$ cat config.mk
export PLATFORM = sky130hd
export DESIGN_NAME = grouped_round_robin_queue_scheduler
export DESIGN_NICKNAME = d
export VERILOG_FILES = /design/src/design/grrqs_pkg.sv /design/src/design/grrqs_dp.sv /design/src/design/grrqs_ctrl.sv /design/src/design/grouped_round_robin_queue_scheduler.sv
export SDC_FILE = /design/constraint.sdc
export NUM_CORES = 2
export LEC_CHECK = 0
export BUFFER_PORTS_ARGS = -buffer_cell sky130_fd_sc_hd__buf_2
export CAP_MARGIN = 20
export CORE_UTILIZATION = 35
export CTS_CLUSTER_DIAMETER = 200
export DETAILED_ROUTE_END_ITERATION = 10
export PLACE_DENSITY = 0.58
export SYNTH_ARGS = -nofsm -noshare
export SYNTH_HDL_FRONTEND = slang
export SYNTH_HIERARCHICAL = 1
export SYNTH_SLANG_ARGS = --single-unit
$ cat constraint.sdc
create_clock -name clk -period 8.1 [get_ports clk]
set_clock_uncertainty 0.15 [all_clocks]
set_input_delay 0.405 -clock clk [delete_from_list [all_inputs] [get_ports clk]]
set_output_delay 0.405 -clock clk [all_outputs]
set_load 0.02 [all_outputs]
$ cat src/design/grrqs_pkg.sv
// Package for the grouped round-robin queue scheduler.
// Holds defaults, operation codes, the controller state type and the
// command/status structs. No dependencies.
`default_nettype none
package grrqs_pkg;

  localparam int NUM_QUEUES_DEF   = 8;
  localparam int NUM_GROUPS_DEF   = 8;
  localparam int QUEUE_DEPTH_DEF  = 16;
  localparam int ELEMENT_BITS_DEF = 16;

  localparam int ELEM_W  = 16;
  localparam int QID_W   = 3;
  localparam int MAP_W   = 24;
  localparam int GFLD_W  = 3;

  localparam logic OP_INSERT = 1'b0;
  localparam logic OP_GET    = 1'b1;

  typedef enum logic [3:0] {
    ST_IDLE,
    ST_EXEC,
    ST_RDR,
    ST_POP2,
    ST_RDQ,
    ST_SRD,
    ST_SCK,
    ST_SHC,
    ST_MRD,
    ST_MWR,
    ST_OUT
  } state_t;

  typedef struct packed {
    logic load;       // latch request, target := queue_id
    logic q_push;     // write element at tail of target queue
    logic q_pop;      // read head of target queue, advance
    logic r_append;   // append target to its group's ready list
    logic r_pop;      // read head of ready list, advance
    logic t_from_r;   // target := ready list read data
    logic r_rd_idx;   // read ready list at scan index
    logic r_rd_next;  // read ready list at scan index + 1
    logic r_wr_idx;   // write last read entry at scan index
    logic r_dec;      // ready count minus one
    logic idx_clr;
    logic idx_inc;
    logic res_drop;
    logic res_woke;
    logic res_got;
    logic res_elem;
  } cmd_t;

  typedef struct packed {
    logic q_ok;       // queue id in range
    logic op_get;
    logic g_zero;     // request's group is not combined
    logic q_full;
    logic q_empty;
    logic q_last;     // target queue holds exactly one element
    logic r_empty;
    logic r_full;
    logic idx_last;   // scan index is the last list position
    logic match;      // ready read data equals target queue
  } sts_t;

endpackage
`default_nettype wire

$ cat src/design/grrqs_dp.sv
// Datapath: queue storage, ready-list storage, pointers, counts and result
// registers. Depends on grrqs_pkg; driven by grrqs_ctrl commands.
`default_nettype none
module grrqs_dp #(
  parameter int NUM_QUEUES   = grrqs_pkg::NUM_QUEUES_DEF,
  parameter int NUM_GROUPS   = grrqs_pkg::NUM_GROUPS_DEF,
  parameter int QUEUE_DEPTH  = grrqs_pkg::QUEUE_DEPTH_DEF,
  parameter int ELEMENT_BITS = grrqs_pkg::ELEMENT_BITS_DEF
) (
  input  wire logic                        clk,
  input  wire logic                        rst_n,
  input  wire logic                        cfg_we,
  input  wire logic [grrqs_pkg::MAP_W-1:0] cfg_wdata,
  input  wire logic                        in_operation,
  input  wire logic [grrqs_pkg::QID_W-1:0] in_queue_id,
  input  wire logic [grrqs_pkg::ELEM_W-1:0] in_element,
  input  wire grrqs_pkg::cmd_t             cmd,
  output grrqs_pkg::sts_t                  sts,
  output logic [grrqs_pkg::ELEM_W-1:0]     out_element_out,
  output logic                             out_got_element,
  output logic [grrqs_pkg::QID_W-1:0]      out_from_queue,
  output logic                             out_group_woke,
  output logic                             out_dropped_full
);

  localparam int QW  = $clog2(NUM_QUEUES);
  localparam int QCW = $clog2(NUM_QUEUES + 1);
  localparam int GW  = $clog2(NUM_GROUPS);
  localparam int DW  = $clog2(QUEUE_DEPTH);
  localparam int DCW = $clog2(QUEUE_DEPTH + 1);
  localparam int EW  = (ELEMENT_BITS < grrqs_pkg::ELEM_W) ? ELEMENT_BITS : grrqs_pkg::ELEM_W;
  localparam int QM_DEPTH = NUM_QUEUES * (2 ** DW);
  localparam int RM_DEPTH = NUM_GROUPS * (2 ** QW);

  logic [grrqs_pkg::MAP_W-1:0] map_r;
  logic                        op_r;
  logic                        qok_r;
  logic [QW-1:0]               t_r;
  logic [GW-1:0]               g_r;
  logic [EW-1:0]               elem_r;
  logic [QCW-1:0]              idx_r;

  logic [DW-1:0]  qhead_r  [NUM_QUEUES];
  logic [DCW-1:0] qcount_r [NUM_QUEUES];
  logic [QW-1:0]  rhead_r  [NUM_GROUPS];
  logic [QCW-1:0] rcount_r [NUM_GROUPS];

  logic [EW-1:0] qmem [QM_DEPTH];
  logic [QW-1:0] rmem [RM_DEPTH];
  logic [EW-1:0] qdata_r;
  logic [QW-1:0] rdata_r;

  logic [EW-1:0] res_elem_r;
  logic          got_r, woke_r, drop_r;
  logic [grrqs_pkg::QID_W-1:0] from_r;

  function automatic logic [QW-1:0] rwrap(input logic [QW-1:0] b, input logic [QCW-1:0] o);
    logic [QCW:0] s;
    s = (QCW+1)'(b) + (QCW+1)'(o);
    if (s >= (QCW+1)'(NUM_QUEUES)) s = s - (QCW+1)'(NUM_QUEUES);
    return s[QW-1:0];
  endfunction

  function automatic logic [DW-1:0] qwrap(input logic [DW-1:0] b, input logic [DCW-1:0] o);
    logic [DCW:0] s;
    s = (DCW+1)'(b) + (DCW+1)'(o);
    if (s >= (DCW+1)'(QUEUE_DEPTH)) s = s - (DCW+1)'(QUEUE_DEPTH);
    return s[DW-1:0];
  endfunction

  // group lookup for the incoming request
  localparam int GFLD_LOC = grrqs_pkg::GFLD_W;
  logic [GFLD_LOC-1:0] g_raw;
  logic [GW-1:0] g_in;
  always_comb begin
    g_raw = map_r[GFLD_LOC*in_queue_id +: GFLD_LOC];
    g_in  = (32'(g_raw) < NUM_GROUPS) ? GW'(g_raw) : '0;
  end

  logic [DW-1:0]  qh;
  logic [DCW-1:0] qc;
  logic [QW-1:0]  rh;
  logic [QCW-1:0] rc;
  logic [QCW-1:0] idx_p1;
  assign qh     = qhead_r[t_r];
  assign qc     = qcount_r[t_r];
  assign rh     = rhead_r[g_r];
  assign rc     = rcount_r[g_r];
  assign idx_p1 = idx_r + QCW'(1);

  always_comb begin
    sts.q_ok     = qok_r;
    sts.op_get   = (op_r == grrqs_pkg::OP_GET);
    sts.g_zero   = (g_r == '0);
    sts.q_full   = (qc >= DCW'(QUEUE_DEPTH));
    sts.q_empty  = (qc == '0);
    sts.q_last   = (qc == DCW'(1));
    sts.r_empty  = (rc == '0);
    sts.r_full   = (rc >= QCW'(NUM_QUEUES));
    sts.idx_last = ((QCW+1)'(idx_r) + (QCW+1)'(1)) >= (QCW+1)'(rc);
    sts.match    = (rdata_r == t_r);
  end

  // request latch and configuration
  always_ff @(posedge clk) begin
    if (!rst_n) begin
      map_r <= '0;
    end else if (cfg_we) begin
      map_r <= cfg_wdata;
    end
    if (cmd.load) begin
      op_r   <= in_operation;
      qok_r  <= (32'(in_queue_id) < NUM_QUEUES);
      t_r    <= QW'(in_queue_id);
      g_r    <= g_in;
      elem_r <= in_element[EW-1:0];
    end else if (cmd.t_from_r) begin
      t_r <= rdata_r;
    end
    if (cmd.idx_clr) begin
      idx_r <= '0;
    end else if (cmd.idx_inc) begin
      idx_r <= idx_p1;
    end
  end

  // queue pointers and counts
  always_ff @(posedge clk) begin
    if (!rst_n) begin
      for (int i = 0; i < NUM_QUEUES; i++) begin
        qhead_r[i]  <= '0;
        qcount_r[i] <= '0;
      end
    end else if (cmd.q_push) begin
      qcount_r[t_r] <= qc + DCW'(1);
    end else if (cmd.q_pop) begin
      qhead_r[t_r]  <= qwrap(qh, DCW'(1));
      qcount_r[t_r] <= qc - DCW'(1);
    end
  end

  // ready-list pointers and counts
  always_ff @(posedge clk) begin
    if (!rst_n) begin
      for (int i = 0; i < NUM_GROUPS; i++) begin
        rhead_r[i]  <= '0;
        rcount_r[i] <= '0;
      end
    end else if (cmd.r_append) begin
      rcount_r[g_r] <= rc + QCW'(1);
    end else if (cmd.r_pop) begin
      rhead_r[g_r]  <= rwrap(rh, QCW'(1));
      rcount_r[g_r] <= rc - QCW'(1);
    end else if (cmd.r_dec) begin
      rcount_r[g_r] <= rc - QCW'(1);
    end
  end

  // element store
  always_ff @(posedge clk) begin
    if (cmd.q_push) qmem[{t_r, qwrap(qh, qc)}] <= elem_r;
    if (cmd.q_pop)  qdata_r <= qmem[{t_r, qh}];
  end

  // ready-list store
  logic [QW-1:0] r_rd_slot;
  always_comb begin
    r_rd_slot = rh;
    if (cmd.r_rd_idx)  r_rd_slot = rwrap(rh, idx_r);
    if (cmd.r_rd_next) r_rd_slot = rwrap(rh, idx_p1);
  end

  always_ff @(posedge clk) begin
    if (cmd.r_append) rmem[{g_r, rwrap(rh, rc)}] <= t_r;
    if (cmd.r_wr_idx) rmem[{g_r, rwrap(rh, idx_r)}] <= rdata_r;
    if (cmd.r_pop || cmd.r_rd_idx || cmd.r_rd_next) rdata_r <= rmem[{g_r, r_rd_slot}];
  end

  // result registers
  always_ff @(posedge clk) begin
    if (cmd.load) begin
      res_elem_r <= '0;
      got_r      <= 1'b0;
      from_r     <= '0;
      woke_r     <= 1'b0;
      drop_r     <= 1'b0;
    end else begin
      if (cmd.res_drop) drop_r <= 1'b1;
      if (cmd.res_woke) woke_r <= sts.r_empty;
      if (cmd.res_got) begin
        got_r  <= 1'b1;
        from_r <= grrqs_pkg::QID_W'(t_r);
      end
      if (cmd.res_elem) res_elem_r <= qdata_r;
    end
  end

  assign out_element_out  = grrqs_pkg::ELEM_W'(res_elem_r);
  assign out_got_element  = got_r;
  assign out_from_queue   = from_r;
  assign out_group_woke   = woke_r;
  assign out_dropped_full = drop_r;

endmodule
`default_nettype wire

$ cat src/design/grrqs_ctrl.sv
// Controller state machine for the scheduler. Issues commands to
// grrqs_dp and sequences pops, rotation and group-0 compaction. Uses grrqs_pkg.
`default_nettype none
module grrqs_ctrl (
  input  wire logic             clk,
  input  wire logic             rst_n,
  input  wire logic             start,
  input  wire grrqs_pkg::sts_t  sts,
  output grrqs_pkg::cmd_t       cmd,
  output logic                  busy,
  output logic                  out_valid
);

  grrqs_pkg::state_t state_r, state_nxt;
  logic cmp_r, cmp_nxt;

  always_ff @(posedge clk) begin
    if (!rst_n) begin
      state_r <= grrqs_pkg::ST_IDLE;
      cmp_r   <= 1'b0;
    end else begin
      state_r <= state_nxt;
      cmp_r   <= cmp_nxt;
    end
  end

  // next state
  always_comb begin
    state_nxt = state_r;
    case (state_r)
      grrqs_pkg::ST_IDLE: if (start) state_nxt = grrqs_pkg::ST_EXEC;
      grrqs_pkg::ST_EXEC: begin
        state_nxt = grrqs_pkg::ST_OUT;
        if (sts.q_ok && sts.op_get) begin
          if (sts.g_zero) begin
            if (!sts.q_empty) state_nxt = grrqs_pkg::ST_RDQ;
          end else if (!sts.r_empty) begin
            state_nxt = grrqs_pkg::ST_RDR;
          end
        end
      end
      grrqs_pkg::ST_RDR:  state_nxt = grrqs_pkg::ST_POP2;
      grrqs_pkg::ST_POP2: state_nxt = sts.q_empty ? grrqs_pkg::ST_OUT : grrqs_pkg::ST_RDQ;
      grrqs_pkg::ST_RDQ:
        state_nxt = (cmp_r && !sts.r_empty) ? grrqs_pkg::ST_SRD : grrqs_pkg::ST_OUT;
      grrqs_pkg::ST_SRD:  state_nxt = grrqs_pkg::ST_SCK;
      grrqs_pkg::ST_SCK: begin
        if (sts.match)         state_nxt = grrqs_pkg::ST_SHC;
        else if (sts.idx_last) state_nxt = grrqs_pkg::ST_OUT;
        else                   state_nxt = grrqs_pkg::ST_SRD;
      end
      grrqs_pkg::ST_SHC:  state_nxt = sts.idx_last ? grrqs_pkg::ST_OUT : grrqs_pkg::ST_MRD;
      grrqs_pkg::ST_MRD:  state_nxt = grrqs_pkg::ST_MWR;
      grrqs_pkg::ST_MWR:  state_nxt = grrqs_pkg::ST_SHC;
      grrqs_pkg::ST_OUT:  state_nxt = grrqs_pkg::ST_IDLE;
      default:            state_nxt = grrqs_pkg::ST_IDLE;
    endcase
  end

  // outputs
  always_comb begin
    cmd       = '0;
    cmp_nxt   = cmp_r;
    busy      = (state_r != grrqs_pkg::ST_IDLE);
    out_valid = (state_r == grrqs_pkg::ST_OUT);
    case (state_r)
      grrqs_pkg::ST_IDLE: begin
        cmp_nxt  = 1'b0;
        cmd.load = start;
      end
      grrqs_pkg::ST_EXEC: begin
        if (sts.q_ok) begin
          if (!sts.op_get) begin
            if (sts.q_full) begin
              cmd.res_drop = 1'b1;
            end else begin
              cmd.q_push = 1'b1;
              if (sts.q_empty) begin
                cmd.res_woke = 1'b1;
                cmd.r_append = !sts.r_full;
              end
            end
          end else if (sts.g_zero) begin
            if (!sts.q_empty) begin
              cmd.q_pop   = 1'b1;
              cmd.res_got = 1'b1;
              cmp_nxt     = sts.q_last;
            end
          end else begin
            cmd.r_pop = !sts.r_empty;
          end
        end
      end
      grrqs_pkg::ST_RDR: cmd.t_from_r = 1'b1;
      grrqs_pkg::ST_POP2: begin
        if (!sts.q_empty) begin
          cmd.q_pop    = 1'b1;
          cmd.res_got  = 1'b1;
          cmd.r_append = !sts.q_last && !sts.r_full;
        end
      end
      grrqs_pkg::ST_RDQ: begin
        cmd.res_elem = 1'b1;
        cmd.idx_clr  = 1'b1;
      end
      grrqs_pkg::ST_SRD: cmd.r_rd_idx = 1'b1;
      grrqs_pkg::ST_SCK: cmd.idx_inc = !sts.match && !sts.idx_last;
      grrqs_pkg::ST_SHC: cmd.r_dec = sts.idx_last;
      grrqs_pkg::ST_MRD: cmd.r_rd_next = 1'b1;
      grrqs_pkg::ST_MWR: begin
        cmd.r_wr_idx = 1'b1;
        cmd.idx_inc  = 1'b1;
      end
      grrqs_pkg::ST_OUT: cmd = '0;
      default:           cmd = '0;
    endcase
  end

  a_out_then_idle: assert property (@(posedge clk) disable iff (!rst_n)
    out_valid |=> !busy) else $error("result strobe not followed by idle");
  a_accept_busy: assert property (@(posedge clk) disable iff (!rst_n)
    (start && !busy) |=> busy) else $error("accepted request did not raise busy");
  a_cmp_group0: assert property (@(posedge clk) disable iff (!rst_n)
    (cmp_r && busy) |-> sts.g_zero) else $error("compaction outside group 0");
  a_append_room: assert property (@(posedge clk) disable iff (!rst_n)
    cmd.r_append |-> !sts.r_full) else $error("append to full ready list");

endmodule
`default_nettype wire

$ cat src/design/grouped_round_robin_queue_scheduler.sv
// Grouped round-robin queue scheduler: per-queue FIFOs with per-group ready lists.
// Insert, or get on empty queue/group: EXEC, OUT. Group-0 get: EXEC, RDQ, OUT. Combined
// group: EXEC, RDR, POP2, RDQ, OUT (no RDQ on a stale ready head). Group-0 compaction:
// SRD, SCK per scanned ready entry; SHC, MRD, MWR per shifted entry; SHC to close. One
// request at a time, next accepted the cycle after the strobe; receiver cannot stall.
// Reset (rst_n low, synchronous) empties all queues and ready lists and clears the map.
`default_nettype none
module grouped_round_robin_queue_scheduler #(
  parameter int NUM_QUEUES   = grrqs_pkg::NUM_QUEUES_DEF,
  parameter int NUM_GROUPS   = grrqs_pkg::NUM_GROUPS_DEF,
  parameter int QUEUE_DEPTH  = grrqs_pkg::QUEUE_DEPTH_DEF,
  parameter int ELEMENT_BITS = grrqs_pkg::ELEMENT_BITS_DEF
) (
  input  wire logic                         clk,
  input  wire logic                         rst_n,
  // configuration: group map, three bits per queue
  input  wire logic                         cfg_we,
  input  wire logic [grrqs_pkg::MAP_W-1:0]  cfg_wdata,
  // request transfer: accepted when start && !busy
  input  wire logic                         start,
  output logic                              busy,
  input  wire logic                         in_operation,
  input  wire logic [grrqs_pkg::QID_W-1:0]  in_queue_id,
  input  wire logic [grrqs_pkg::ELEM_W-1:0] in_element,
  // result transfer: one-cycle strobe, cannot be held off
  output logic                              out_valid,
  output logic [grrqs_pkg::ELEM_W-1:0]      out_element_out,
  output logic                              out_got_element,
  output logic [grrqs_pkg::QID_W-1:0]       out_from_queue,
  output logic                              out_group_woke,
  output logic                              out_dropped_full
);

  grrqs_pkg::cmd_t cmd;
  grrqs_pkg::sts_t sts;

  // sequencing: pop/rotate of combined groups and group-0 compaction
  grrqs_ctrl u_ctrl (
    .clk       (clk),
    .rst_n     (rst_n),
    .start     (start),
    .sts       (sts),
    .cmd       (cmd),
    .busy      (busy),
    .out_valid (out_valid)
  );

  // storage, pointers and result registers
  grrqs_dp #(
    .NUM_QUEUES   (NUM_QUEUES),
    .NUM_GROUPS   (NUM_GROUPS),
    .QUEUE_DEPTH  (QUEUE_DEPTH),
    .ELEMENT_BITS (ELEMENT_BITS)
  ) u_dp (
    .clk              (clk),
    .rst_n            (rst_n),
    .cfg_we           (cfg_we),
    .cfg_wdata        (cfg_wdata),
    .in_operation     (in_operation),
    .in_queue_id      (in_queue_id),
    .in_element       (in_element),
    .cmd              (cmd),
    .sts              (sts),
    .out_element_out  (out_element_out),
    .out_got_element  (out_got_element),
    .out_from_queue   (out_from_queue),
    .out_group_woke   (out_group_woke),
    .out_dropped_full (out_dropped_full)
  );

endmodule
`default_nettype wire
# --- Yosys cells after proc, flatten, opt, wreduce, memory -nomap -nowiden ---
# Memories as Yosys holds them, arrays and structs flattened. A register that Yosys moved wholly into a read port is not among the register bits.
# Cells that the tools add are included.
word_totals:
  reg_bits: 78
  latch_bits: 0
  mem_bits_rw: 2368
  romBits: 0
  input_bits: 48
  out_inout_bits: 24
  word_cells: 197
  mem_count: 6
memory_table:
  columns: ["name", "words", "word_bits", "read_ports", "rd_clocked_by_memory_dff", "wr", "line_no", "source"]
  rows:
  - ["u_dp.qmem", 128, 16, 1, 1, 1, "grrqs_dp.sv:48", "logic [EW-1:0] qmem [QM_DEPTH];"]
  - ["u_dp.rmem", 64, 3, 1, 1, 1, "grrqs_dp.sv:49", "logic [QW-1:0] rmem [RM_DEPTH];"]
  - ["u_dp.qcount_r", 8, 5, 1, 1, 8, "grrqs_dp.sv:44", "logic [DCW-1:0] qcount_r [NUM_QUEUES];"]
  - ["u_dp.qhead_r", 8, 4, 1, 1, 8, "grrqs_dp.sv:43", "logic [DW-1:0] qhead_r [NUM_QUEUES];"]
  - ["u_dp.rcount_r", 8, 4, 1, 1, 8, "grrqs_dp.sv:46", "logic [QCW-1:0] rcount_r [NUM_GROUPS];"]
  - ["u_dp.rhead_r", 8, 3, 1, 1, 8, "grrqs_dp.sv:45", "logic [QW-1:0] rhead_r [NUM_GROUPS];"]
op_classes:
  n_addsub: 18
  mul: 1
  div_mod_pow: 0
  order_cmp: 9
  n_eq_ne: 16
  shifts: 1
  mux: 107
  bitwise: 3
  reduce_logical: 23
ops:
  columns: ["cell", "n"]
  rows:
  - ["4-bit 2-to-1 mux", 18]
  - ["3-bit 2-to-1 mux", 23]
  - ["1-bit 2-to-1 mux", 54]
  - ["4-bit case mux with 10 select lines", 1]
  - ["24-bit by 6-bit variable part select with 3-bit output", 1]
  - ["4-bit by 3-bit == test with 1-bit output (second input constant)", 4]
  - ["3-bit by 4-bit adder with 5-bit output", 3]
  - ["5-bit by 4-bit >= comparator with 1-bit output (second input constant)", 3]
  - ["4-bit == test (second input constant)", 3]
  - ["3-bit by 1-bit subtractor with 3-bit output (second input constant)", 4]
  - ["4-bit by 1-bit subtractor with 4-bit output (second input constant)", 3]
  - ["4-bit by 1-bit adder with 5-bit output (second input constant)", 2]
  - ["5-bit >= comparator (second input constant)", 2]
  - ["5-bit 2-to-1 mux", 2]
  - ["4-bit by 1-bit adder with 4-bit output (second input constant)", 2]
  - ["4-bit by 2-bit == test with 1-bit output (second input constant)", 2]
  - ["4-bit >= comparator (second input constant)", 2]
  - ["4-bit logical NOT", 2]
  - ["2-bit 2-to-1 mux", 4]
  - ["4-bit OR reduction", 2]
  - ["4-bit by 5-bit adder with 6-bit output", 1]
  - ["6-bit by 5-bit >= comparator with 1-bit output (second input constant)", 1]
  - ["6-bit 2-to-1 mux", 1]
  - ["2-bit != test (second input constant)", 3]
  - ["other kinds (22)", 35]

# --- Depth between registers and ports, before layout ---
depth:
  depth_word: 13
  mapped_depth: 21
  ltp_nobuf: 16

# --- Cells and area by module ---
# The synthesis kept the hierarchy.
modules_own_cells:
  columns: ["mod", "instances", "cells_each", "area_per_inst_um2", "seq_area_each_um2"]
  rows:
  - ["grrqs_dp", 1, 7915, 103747.0, 73490.5]
  - ["grrqs_ctrl", 1, 80, 591.8, 100.1]

# --- Least setup slack after synthesis ---
# No wires, ideal clock.
synth_path:
  path_type: "register to register"
  from: "register with a tool-made name"
  to: "memory u_dp/rmem[40][0] (netlist bit), data pin"
  setup_time_ns: 0.260
  t_arrival_ns: 4.592
  t_required_ns: 7.690
  path_slack_ns: 3.098
  path_stages_with_launch: 19
  path_buffers: 8
  synth_period_minus_slack_ns: 5.002
  path_cell_list: "dfxtp_1 -> buf_4 -> buf_6 -> mux2_2 -> o22a_1 -> nand2_1 -> inv_1 -> clkbuf_1 -> ha_1 -> inv_1 -> fa_1 -> clkbuf_1 -> buf_2 -> buf_2 -> clkbuf_1 -> nand3_1 -> clkbuf_1 -> nor2_1 -> mux2_2"
synth_rtl:
  columns: ["element", "line_no"]
  rows:
  - ["end: declaration", "grrqs_dp.sv:49"]

==> results.md <==
* Status: complete, no violations
* Share of cells above drive strength 1 at 12.53%
* Final Hold Viols at 0
* Total grt overflow at 0
* Synth top area cells: edfxtp_1 69%, nand2_1 7.1%, mux2i_1 4.0%
* Via density at 5.597
* VDD IR-drop max at 901.5 uV
* Clock Root Buffer: clkbuf_16
* Non-filler instance count after layout at 12220
* Critical Path Sink Type: flop
* Synth-to-Final Area Change at 13.73%
* Met3 GRT Util at 3.559%
* CTS Buf Count at 270
* Crit-path max FO at 58
* CTS Sinks at 2471
* Primary FF master, synth: edfxtp_1
* Synth Net Count at 8066
* Post-synth EDFFs at 2410
* GRT met2 Usage at 32.76%
* TritonRoute pass-1 iters at 10
* Total power at 47.06 mW
* Cell Area, Synth at 104300 um^2
* Post-synth ARST share at 0%
* Placed cell count at 11690
* Yosys warnings at 6
* I/O Pins at 72
* Remaining antenna violation count at 0
* First-pass GRT wire length at 454.2 mm
* Largest net degree at the start of global routing at 176
* Top post-synthesis cells by count: 2410 x edfxtp_1, 1987 x nand2_1, 646 x nand3_1, 414 x mux2i_1, 399 x clkbuf_1
* Hold depth at 2
* Yosys top cell area share at 69.36%
* Final core occ at 39.98%
* WP data required at 8.49 ns
* Count of input and output buffers at 71
* Final #Nets at 8146
* Area leader, netlist: edfxtp_1
* Chip height at 548.0 um
* Min-Delay Path Class: primary input to flop
* CP Class: flop to flop
* Row count at 200
* Yosys cell types at 87
* Leakage at 39.48 nW
* Clock transition at path regs at 0.06 ns
* Hold Path Origin: in_queue_id[1]
* GR Util met1 at 27.20%
* Iteration-0 DRC Markers at 7979
* Tmin final at 6.497 ns
* Final Max Slew Viols at 0
* Syn avg cell area at 13.05 um^2
* CTS H-tree depth at 5
* # Max-Cap Violations at 0
* DRT Wirelength at 314.1 mm
* Unrepaired setup endpoints after global routing: no
* Routability cong. at 0.8723
* Post-DP HPWL at 183.9 mm
* Fin crit share at 80.21%
* GRT busiest layer: met2
* Maximum clock path buffer count at 4
* Via Count at 68420
* Worst-margin pin slew at 1.153 ns
* Most frequent cell after synthesis: edfxtp_1
* Die X at 548.0 um
* Relative slew slack at 23.12%
* Routed len/inst at 25.70 um
* Vias in the first global route at 65560
* Initial antenna violation count at 18
* Critical Path Source Type: flop
* Worst skew pair latency at 0.87 ns
* Setup violators final at 0
* Worst path arrival time at 6.89 ns
* Yosys reg bits at 2471
* Total GRT Usage at 20.26%
* Sum of negative setup slack at 0 ns
* R2r worst-path depth at 14
* Pwr Density at 396.6 nW/um^2
* DRC Markers at 0
* Die area at 300300 um^2
* Starting Density at 35.16%
* Core Footprint at 296800 um^2
* TritonCTS clock tree: done
* Post-Syn Instances at 7995
* Setup Buffers After CTS at 0
* Fmax at 0.1539 GHz
* Seq/Total Area, Yosys at 70.53%
## critical path, stage by stage, from the launching register on
cell and delay (ns):
dfxtp_1 0.97, mux4_2 0.40, or2_1 0.19, nand2_1 0.17, inv_1 0.50, ha_1 0.27
inv_1 0.06, fa_4 1.52, mux2i_1 0.30, o22ai_1 0.12, mux2i_1 0.17, nand2_1 0.06
o311ai_0 0.70, a21boi_0 0.48, a2111oi_1 0.10
## report_power, final
group / leakage [nW] / internal, mW / switching (mW) / total, mW
Combinational: 13.1 / 5.58 / 14.3 / 19.9
Clock: 4.06 / 6.71 / 5.00 / 11.7
Sequential: 22.3 / 15.3 / 0.202 / 15.5
## metrics by stage
stage	hold WS [ns]	worst slack [ns]	cell area [um^2]
after floorplan	0.3065	3.098	104300
after global placement	0.2963	1.668	109600
after detailed placement	0.3134	1.692	109800
after CTS	0.007978	1.682	118600
after global routing	0.04228	1.238	118700
final	0.06063	1.603	118700
## logic make-up (layout without fill, tap and decap cells)
group	count (synthesis)	in the layout	synth area share, %
simple gates	3466	3466	14.45
compound gates	756	756	5.053
xor+xnor	32	32	0.2830
fa+ha+maj	23	23	0.3046
other cells	1	7	0.003594
flops	2471	2471	70.53
buf+inv	578	861	2.258
mux	668	668	7.112
## sequential cells by signal (all words and copies together) (netlist names), 3 cells and up, named ones only
register	flops
u_ctrl/state_r	4
u_dp/elem_r	16
u_dp/g_r	3
u_dp/idx_r	4
u_dp/map_r	24
u_dp/out_element_out	16
u_dp/out_from_queue	3
u_dp/qcount_r	40
u_dp/qdata_r	16
u_dp/qhead_r	32
u_dp/qmem	2048
u_dp/rcount_r	32
u_dp/rdata_r	3
u_dp/rhead_r	24
u_dp/rmem	192
u_dp/t_r	3
## routing by layer
layer / up-vias / wire length (um)
li1: 30050 / -
met1: 34650 / 128900
met2: 3160 / 147800
met3: 564 / 25490
met4: 4 / 11870
met5: - / 27
## placed cells by master, fill, tap and decap left out, drive strengths merged, types with 39 or more instances in the layout
cell,netlist,layout
edfxtp,2410,2410
nand2,1987,1987
nand3,646,646
mux2i,415,415
nor2,383,383
clkbuf,401,342
buf,152,318
a31oi,241,241
mux2,217,217
nand4,211,211
a32oi,149,149
clkinv,2,103
o22ai,96,96
o21ai,81,81
dfxtp,61,61
a21oi,49,49
dlygate4sd3,0,43
nand3b,39,39
nor3,39,39
## path summary, 6_finish.rpt
kind	to	slack [ns]
setup reg to reg	u_dp/rdata_r[0]$_DFFE_PP_	1.60
setup / recovery	u_dp/rdata_r[0]$_DFFE_PP_	1.60
hold / removal	u_dp/t_r[1]$_DFFE_PN_	0.06
hold reg to reg	u_dp/out_got_element$_SDFFE_PP0P_	0.32
## timing repair
item                                   CTS  global route
endpoints found under the hold margin   53             0
hold buffers                            43             0
gates resized for setup                  0             0
## final cells by class
cell class / instances / area (um^2)
antenna: 6 / 15.01
clock buffer: 342 / 7257
clock inverter: 133 / 1042
fill: 27540 / 178100
inverter: 25 / 101.3
multi-input combinational: 4946 / 28690
sequential: 2471 / 73590
tap: 3939 / 4928
timing repair buffer: 361 / 3048
(Power assumes the default switching activity.)
